--- config.mk ---
export PLATFORM = sky130hd
export DESIGN_NAME = multibyte_char_length_detector_top
export DESIGN_NICKNAME = d
export VERILOG_FILES = /design/src/rtl/mbcl_pkg.sv /design/src/rtl/mbcl_decode.sv /design/src/rtl/multibyte_char_length_detector_top.sv
export SDC_FILE = /design/constraint.sdc
export NUM_CORES = 1
export LEC_CHECK = 0
export ABC_AREA = 1
export ABC_CLOCK_PERIOD_IN_PS = 5100
export BUFFER_PORTS_ARGS = -buffer_cell sky130_fd_sc_hd__buf_2
export CAP_MARGIN = 0
export CELL_PAD_IN_SITES_DETAIL_PLACEMENT = 0
export CELL_PAD_IN_SITES_GLOBAL_PLACEMENT = 1
export CORE_UTILIZATION = 42
export CTS_CLUSTER_SIZE = 30
export DETAILED_ROUTE_END_ITERATION = 8
export PLACE_DENSITY_LB_ADDON = 0.1
export SETUP_SLACK_MARGIN = 0.02
export SLEW_MARGIN = 15
export SYNTH_ARGS = -nofsm -noshare
export SYNTH_HDL_FRONTEND = slang
export SYNTH_SLANG_ARGS = --single-unit
--- constraint.sdc ---
create_clock -name clk -period 5.1 [get_ports clk]
set_input_delay 1.02 -clock clk [delete_from_list [all_inputs] [get_ports clk]]
set_output_delay 1.02 -clock clk [all_outputs]
set_load 0.05 [all_outputs]
--- src/rtl/mbcl_pkg.sv ---
package mbcl_pkg;

	typedef logic [2:0] mode_t;
	typedef logic [7:0] byte_t;
	typedef logic [3:0] len_t;

	localparam mode_t MODE_SINGLE  = 3'd0;
	localparam mode_t MODE_GB2312  = 3'd1;
	localparam mode_t MODE_GBK     = 3'd2;
	localparam mode_t MODE_GB18030 = 3'd3;
	localparam mode_t MODE_BIG5    = 3'd4;
	localparam mode_t MODE_UTF8    = 3'd5;
	localparam mode_t MODE_UTF16LE = 3'd6;
	localparam mode_t MODE_UTF16BE = 3'd7;

	localparam len_t LEN_NONE = 4'd0;
	localparam len_t LEN_ONE  = 4'd1;
	localparam len_t LEN_TWO  = 4'd2;
	localparam len_t LEN_FOUR = 4'd4;

	localparam logic [15:0] SURR_LO     = 16'hD800;
	localparam logic [15:0] SURR_HI_END = 16'hDBFF;
	localparam logic [15:0] SURR_LOW    = 16'hDC00;
	localparam logic [15:0] SURR_END    = 16'hDFFF;

	function automatic logic in_rng(byte_t v, byte_t lo, byte_t hi);
		return (v >= lo) && (v <= hi);
	endfunction

	function automatic logic gbk_pair(byte_t a, byte_t b);
		return in_rng(a, 8'h81, 8'hFE) && in_rng(b, 8'h40, 8'hFE) && (b != 8'h7F);
	endfunction

	function automatic len_t lead_ones(byte_t b);
		len_t n;
		logic run;
		n = '0;
		run = 1'b1;
		for (int i = 7; i >= 0; i--) begin
			if (run && b[i]) begin
				n = n + 4'd1;
			end else begin
				run = 1'b0;
			end
		end
		return n;
	endfunction

endpackage

--- src/rtl/mbcl_decode.sv ---
module mbcl_decode (
	input  mbcl_pkg::mode_t mode,
	input  logic [63:0]     window,
	input  mbcl_pkg::len_t  avail,
	output mbcl_pkg::len_t  len
);
	import mbcl_pkg::*;

	byte_t       b [8];
	len_t        n_u8;
	logic        cont_ok;
	len_t        len_u8;
	logic [15:0] w1;
	logic [15:0] w2;
	len_t        len_u16;

	always_comb begin
		for (int k = 0; k < 8; k++) begin
			b[k] = window[8*k +: 8];
		end
	end

	// utf-8: leading ones of the lead byte, then continuation bytes
	always_comb begin
		n_u8 = lead_ones(b[0]);
		cont_ok = 1'b1;
		for (int k = 1; k < 8; k++) begin
			if ((4'(k) < n_u8) && (b[k][7:6] != 2'b10)) begin
				cont_ok = 1'b0;
			end
		end
		priority if (!b[0][7]) begin
			len_u8 = LEN_ONE;
		end else if (n_u8 > avail) begin
			len_u8 = LEN_NONE;
		end else if (cont_ok) begin
			len_u8 = n_u8;
		end else begin
			len_u8 = LEN_NONE;
		end
	end

	// utf-16: surrogate ranges
	always_comb begin
		if (mode == MODE_UTF16LE) begin
			w1 = {b[1], b[0]};
			w2 = {b[3], b[2]};
		end else begin
			w1 = {b[0], b[1]};
			w2 = {b[2], b[3]};
		end
		priority if (avail < 4'd2) begin
			len_u16 = LEN_NONE;
		end else if ((w1 < SURR_LO) || (w1 > SURR_END)) begin
			len_u16 = LEN_TWO;
		end else if (w1 <= SURR_HI_END) begin
			if ((avail >= 4'd4) && (w2 >= SURR_LOW) && (w2 <= SURR_END)) begin
				len_u16 = LEN_FOUR;
			end else begin
				len_u16 = LEN_NONE;
			end
		end else begin
			len_u16 = LEN_FOUR;
		end
	end

	always_comb begin
		len = LEN_NONE;
		unique case (mode)
			MODE_SINGLE: begin
				if ((avail >= 4'd1) && (b[0] != 8'h00)) len = LEN_ONE;
			end
			MODE_GB2312: begin
				if ((avail >= 4'd2)
				    && (in_rng(b[0], 8'hA1, 8'hA9) || in_rng(b[0], 8'hB0, 8'hF7))
				    && in_rng(b[1], 8'hA1, 8'hFE)) len = LEN_TWO;
			end
			MODE_GBK: begin
				if ((avail >= 4'd2) && gbk_pair(b[0], b[1])) len = LEN_TWO;
			end
			MODE_GB18030: begin
				if (avail >= 4'd2) begin
					if (gbk_pair(b[0], b[1])) begin
						len = LEN_TWO;
					end else if ((avail >= 4'd4)
					             && in_rng(b[0], 8'h81, 8'hFE) && in_rng(b[1], 8'h30, 8'h39)
					             && in_rng(b[2], 8'h81, 8'hFE) && in_rng(b[3], 8'h30, 8'h39)) begin
						len = LEN_FOUR;
					end
				end
			end
			MODE_BIG5: begin
				if ((avail >= 4'd2) && in_rng(b[0], 8'hA1, 8'hFE)
				    && (in_rng(b[1], 8'h40, 8'h7E) || in_rng(b[1], 8'hA1, 8'hFE))) len = LEN_TWO;
			end
			MODE_UTF8: begin
				len = len_u8;
			end
			MODE_UTF16LE, MODE_UTF16BE: begin
				len = len_u16;
			end
			default: begin
				len = LEN_NONE;
			end
		endcase
	end

endmodule

--- src/rtl/multibyte_char_length_detector_top.sv ---
// Multibyte character length detector. Each item is an eight-byte window from
// the head of a text buffer (first byte in bits 7:0) with the count of bytes
// available; the result is the byte length of the first character under the
// rule chosen by the encoding mode register (single byte, GB2312, GBK,
// GB18030, Big5, UTF-8, UTF-16LE, UTF-16BE), or 0 when the bytes are invalid
// or too few, save UTF-8 bytes below 80h (1) and lone UTF-16 low surrogates
// (4). One item is accepted per cycle while in_ready is high, and in_ready
// depends combinationally on out_ready. Each item passes the input register,
// the byte-range decode and the result register. The mode register resets to
// single byte and must only be written while no item is in flight.
module multibyte_char_length_detector_top (
	input  logic           clk,
	input  logic           arst_n,
	input  logic           cfg_wen,
	input  mbcl_pkg::mode_t cfg_wdata,
	input  logic           in_valid,
	output logic           in_ready,
	input  logic [63:0]    byte_window,
	input  mbcl_pkg::len_t avail_len,
	output logic           out_valid,
	input  logic           out_ready,
	output mbcl_pkg::len_t char_len
);
	import mbcl_pkg::*;

	mode_t       mode_q;
	logic        vld_s1;
	logic [63:0] win_s1;
	len_t        avail_s1;
	logic        vld_s2;
	len_t        len_s2;
	len_t        len_dec;
	logic        adv_s2;
	logic        adv_s1;

	assign adv_s2 = !vld_s2 || out_ready;
	assign adv_s1 = !vld_s1 || adv_s2;
	assign in_ready = adv_s1;

	always_ff @(posedge clk or negedge arst_n) begin
		if (!arst_n) begin
			mode_q <= MODE_SINGLE;
		end else if (cfg_wen) begin
			mode_q <= cfg_wdata;
		end
	end

	always_ff @(posedge clk or negedge arst_n) begin
		if (!arst_n) begin
			vld_s1 <= 1'b0;
			vld_s2 <= 1'b0;
		end else begin
			if (adv_s1) vld_s1 <= in_valid;
			if (adv_s2) vld_s2 <= vld_s1;
		end
	end

	always_ff @(posedge clk) begin
		if (adv_s1 && in_valid) begin
			win_s1   <= byte_window;
			avail_s1 <= avail_len;
		end
		if (adv_s2 && vld_s1) begin
			len_s2 <= len_dec;
		end
	end

	mbcl_decode u_decode (
		.mode   (mode_q),
		.window (win_s1),
		.avail  (avail_s1),
		.len    (len_dec)
	);

	assign out_valid = vld_s2;
	assign char_len  = len_s2;

endmodule

==> results.cfg <==
[critical_path]
crit_path_start_kind = flip-flop
critical_path.endpoint = char_len[0]$_DFFE_PP_
end_kind = flip-flop
slowest_stage = edfxtp_1
critPathRequiredTime_ns = 5.16
reg2reg_to = char_len[0]$_DFFE_PP_
path_max_fanout = 5
crit_start = win_s1[5]$_DFFE_PP_
cpMostUsedCell = nand2_1
cp.arrival_ns = 3.81
slowest_delay_ns = 0.45
rr_worst_depth = 31
r2r-start = win_s1[5]$_DFFE_PP_
crit_type = reg -> reg
rrSetupSlack_ns = 1.36

[floorplan]
std_cell_rows = 29
die_h_um = 82.9
die_area_um2 = 6870
io_pins = 82
fp.dieW_um = 82.9
start_util_pct = 43.3
core-area_um2 = 6350

[pwr]
irDropWorstVdd_uv = 170
p_leak_nw = 1.44
power-per-cell-area_nw_per_um2 = 280
total_power_mw = 0.902

[timing]
max_slew_margin_pct = 54.4
hold_violations = 0
finClkSkew_ns = 0.00738
grt_setup_unrepaired = no
finalSetupViolations = 0
clock.fmax_ghz = 0.267
period_share_pct = 73.4
drv_slew = 0
finalSetupTns_ns = 0
worst_hold_slack_ns = 0.490
layout_min_cycle_time_ns = 3.74
tightestPinTransition_ns = 0.684

[cts]
post_cts_buffers = 0
cts_buffer_depth = 2
cts_tree = yes
cts_made_buffers = 5
clk_pin_slew_ns = 0.10
cts-resized-gates = 0
clock_latency_ns = 0.30
hold_buffers = 0
htree_levels = 2
cts.sinks = 52
cts_root_buf = clkbuf_8

[placement]
placed_cell_area_um2 = 3120
place_congestion = 0.816
portBuffers = 56
dpl.hpwl_um = 4270

[synth]
ys_seq_elements = 52
syn_area_per_cell_um2 = 9.96
syn_inst = 276
syn_area_um2 = 2750
synth_nets = 360
yosys_warnings = 0
yosysUniqueCellTypes = 38
seq_area_frac_synth_pct = 55.9

[hold_path]
worstHoldPathType = reg -> reg

[drt]
wire_per_inst_um = 12.9
viasPerCell = 4.96
ant_nets = 0
dr.pass1.iters = 6
drt_iter0_drc = 65
routed_wl_um = 5360
drc = 0
dr_total_vias = 2067

[global_routing]
grt_overflow_total = 0
grt_max_degree = 29
gr-usage-all-layers_pct = 16.6
antenna_found_initial = 0
grt_pass1_vias = 1963
grt_pass1_wl_um = 8910

[final_layout]
drive_gt1_share_pct = 25.9
nNetsFinal = 423
fin_util_pct = 50.6
area_delta_synth_final_pct = 17.0
diodes = 0
layout_commonest_cell = buf_2
layout_common_cells = buf_2, edfxtp_1, nand2_1
finalInstanceArea_um2 = 3210

[status]
status = finished, final reports clean

[run]
drv_cap = 0
==> routing by layer <==
layer	share of wire [%]	global-route usage, %	up-vias
met5	0	0	-
met2	48	27.9	47
met4	1.4	5.49	0
li1	-	-	1087
met1	47	21.3	925
met3	4.0	3.58	8
==> state kept, by name (all words and copies together) (netlist names) <==
| signal | cells |
|---|---|
| mode_q | 3 |
| vld_s1 | 1 |
| win_s1 | 39 |
| out_valid | 1 |
| char_len | 4 |
| avail_s1 | 4 |
==> cell families after synthesis <==
logic type      share of synthesized area (%)
simple gates                             26.0
flops                                    55.9
buf+inv                                  6.28
compound gates                           8.15
fa+ha+maj                                3.64
==> cell usage after synthesis <==
cell | number | area (um2)
a211oi_1 | 2 | 15.0
a21oi_1 | 7 | 35.0
a21oi_2 | 1 | 8.76
a22o_1 | 1 | 8.76
a31oi_1 | 1 | 6.26
a32oi_1 | 1 | 8.76
buf_4 | 1 | 7.51
clkinv_1 | 1 | 3.75
dfrtp_1 | 5 | 125
edfxtp_1 | 47 | 1410
ha_1 | 8 | 100
inv_1 | 42 | 158
inv_2 | 1 | 3.75
nand2_1 | 43 | 161
nand2_2 | 9 | 56.3
nand2_4 | 2 | 22.5
nand3_1 | 20 | 100
nand3_2 | 3 | 30.0
nand3b_1 | 2 | 15.0
nand4_1 | 9 | 56.3
nand4_4 | 1 | 21.3
nor2_1 | 25 | 93.8
nor2_2 | 2 | 12.5
nor2_4 | 1 | 11.3
nor2_8 | 2 | 40.0
nor3_1 | 8 | 40.0
nor3b_1 | 3 | 22.5
nor4_1 | 3 | 18.8
o2111ai_1 | 1 | 8.76
o211ai_1 | 2 | 15.0
o21a_1 | 1 | 7.51
o21ai_0 | 13 | 65.1
o21ai_1 | 2 | 10.0
o21ai_2 | 1 | 8.76
o221ai_1 | 1 | 8.76
o32ai_1 | 1 | 8.76
o41ai_1 | 1 | 8.76
or2_1 | 2 | 12.5
==> worst min path at each step <==
stage	from	to	slack (ns)	cells past startpoint
floorplan	vld_s1$_DFFE_PN0N_	out_valid$_DFFE_PN0P_	0.45	2
global placement	vld_s1$_DFFE_PN0N_	out_valid$_DFFE_PN0P_	0.46	2
detailed placement	vld_s1$_DFFE_PN0N_	out_valid$_DFFE_PN0P_	0.47	2
CTS	vld_s1$_DFFE_PN0N_	out_valid$_DFFE_PN0P_	0.50	2
global route	arst_n	out_valid$_DFFE_PN0P_	0.51	1
finish	vld_s1$_DFFE_PN0N_	out_valid$_DFFE_PN0P_	0.49	2
==> final cells by class <==
class / instances / area (um2)
Clock buffer: 5 / 68.8
Clock inverter: 3 / 21.3
Fill cell: 618 / 3140
Sequential cell: 52 / 1540
Multi-Input combinational cell: 179 / 1040
Inverter: 44 / 165
Tap cell: 77 / 96.3
Timing Repair Buffer: 57 / 288
==> critical path: cells and delay by family, from the launching register on <==
kind,cells,cell delay (ns)
flops,1,0.45
fa+ha+maj,3,0.65
simple gates,18,1.57
compound gates,3,0.37
buf+inv,7,0.46
==> where the power goes <==
part | switching, mW | leakage [nW] | internal, mW
Combinational | 0.0897 | 0.884 | 0.0456
Clock | 0.140 | 0.0445 | 0.0976
Sequential | 0.0237 | 0.513 | 0.505
Total | 0.253 | 1.44 | 0.648
==> per-stage QoR <==
step           std cells  worst slack (ns)
3_5_place_dp         409              1.34
2_1_floorplan        276              1.78
4_1_cts              417              1.33
3_3_place_gp         409              1.36
6_report             417              1.36
5_1_grt              417             0.849
Note: power is estimated with default switching activity, not from simulation.
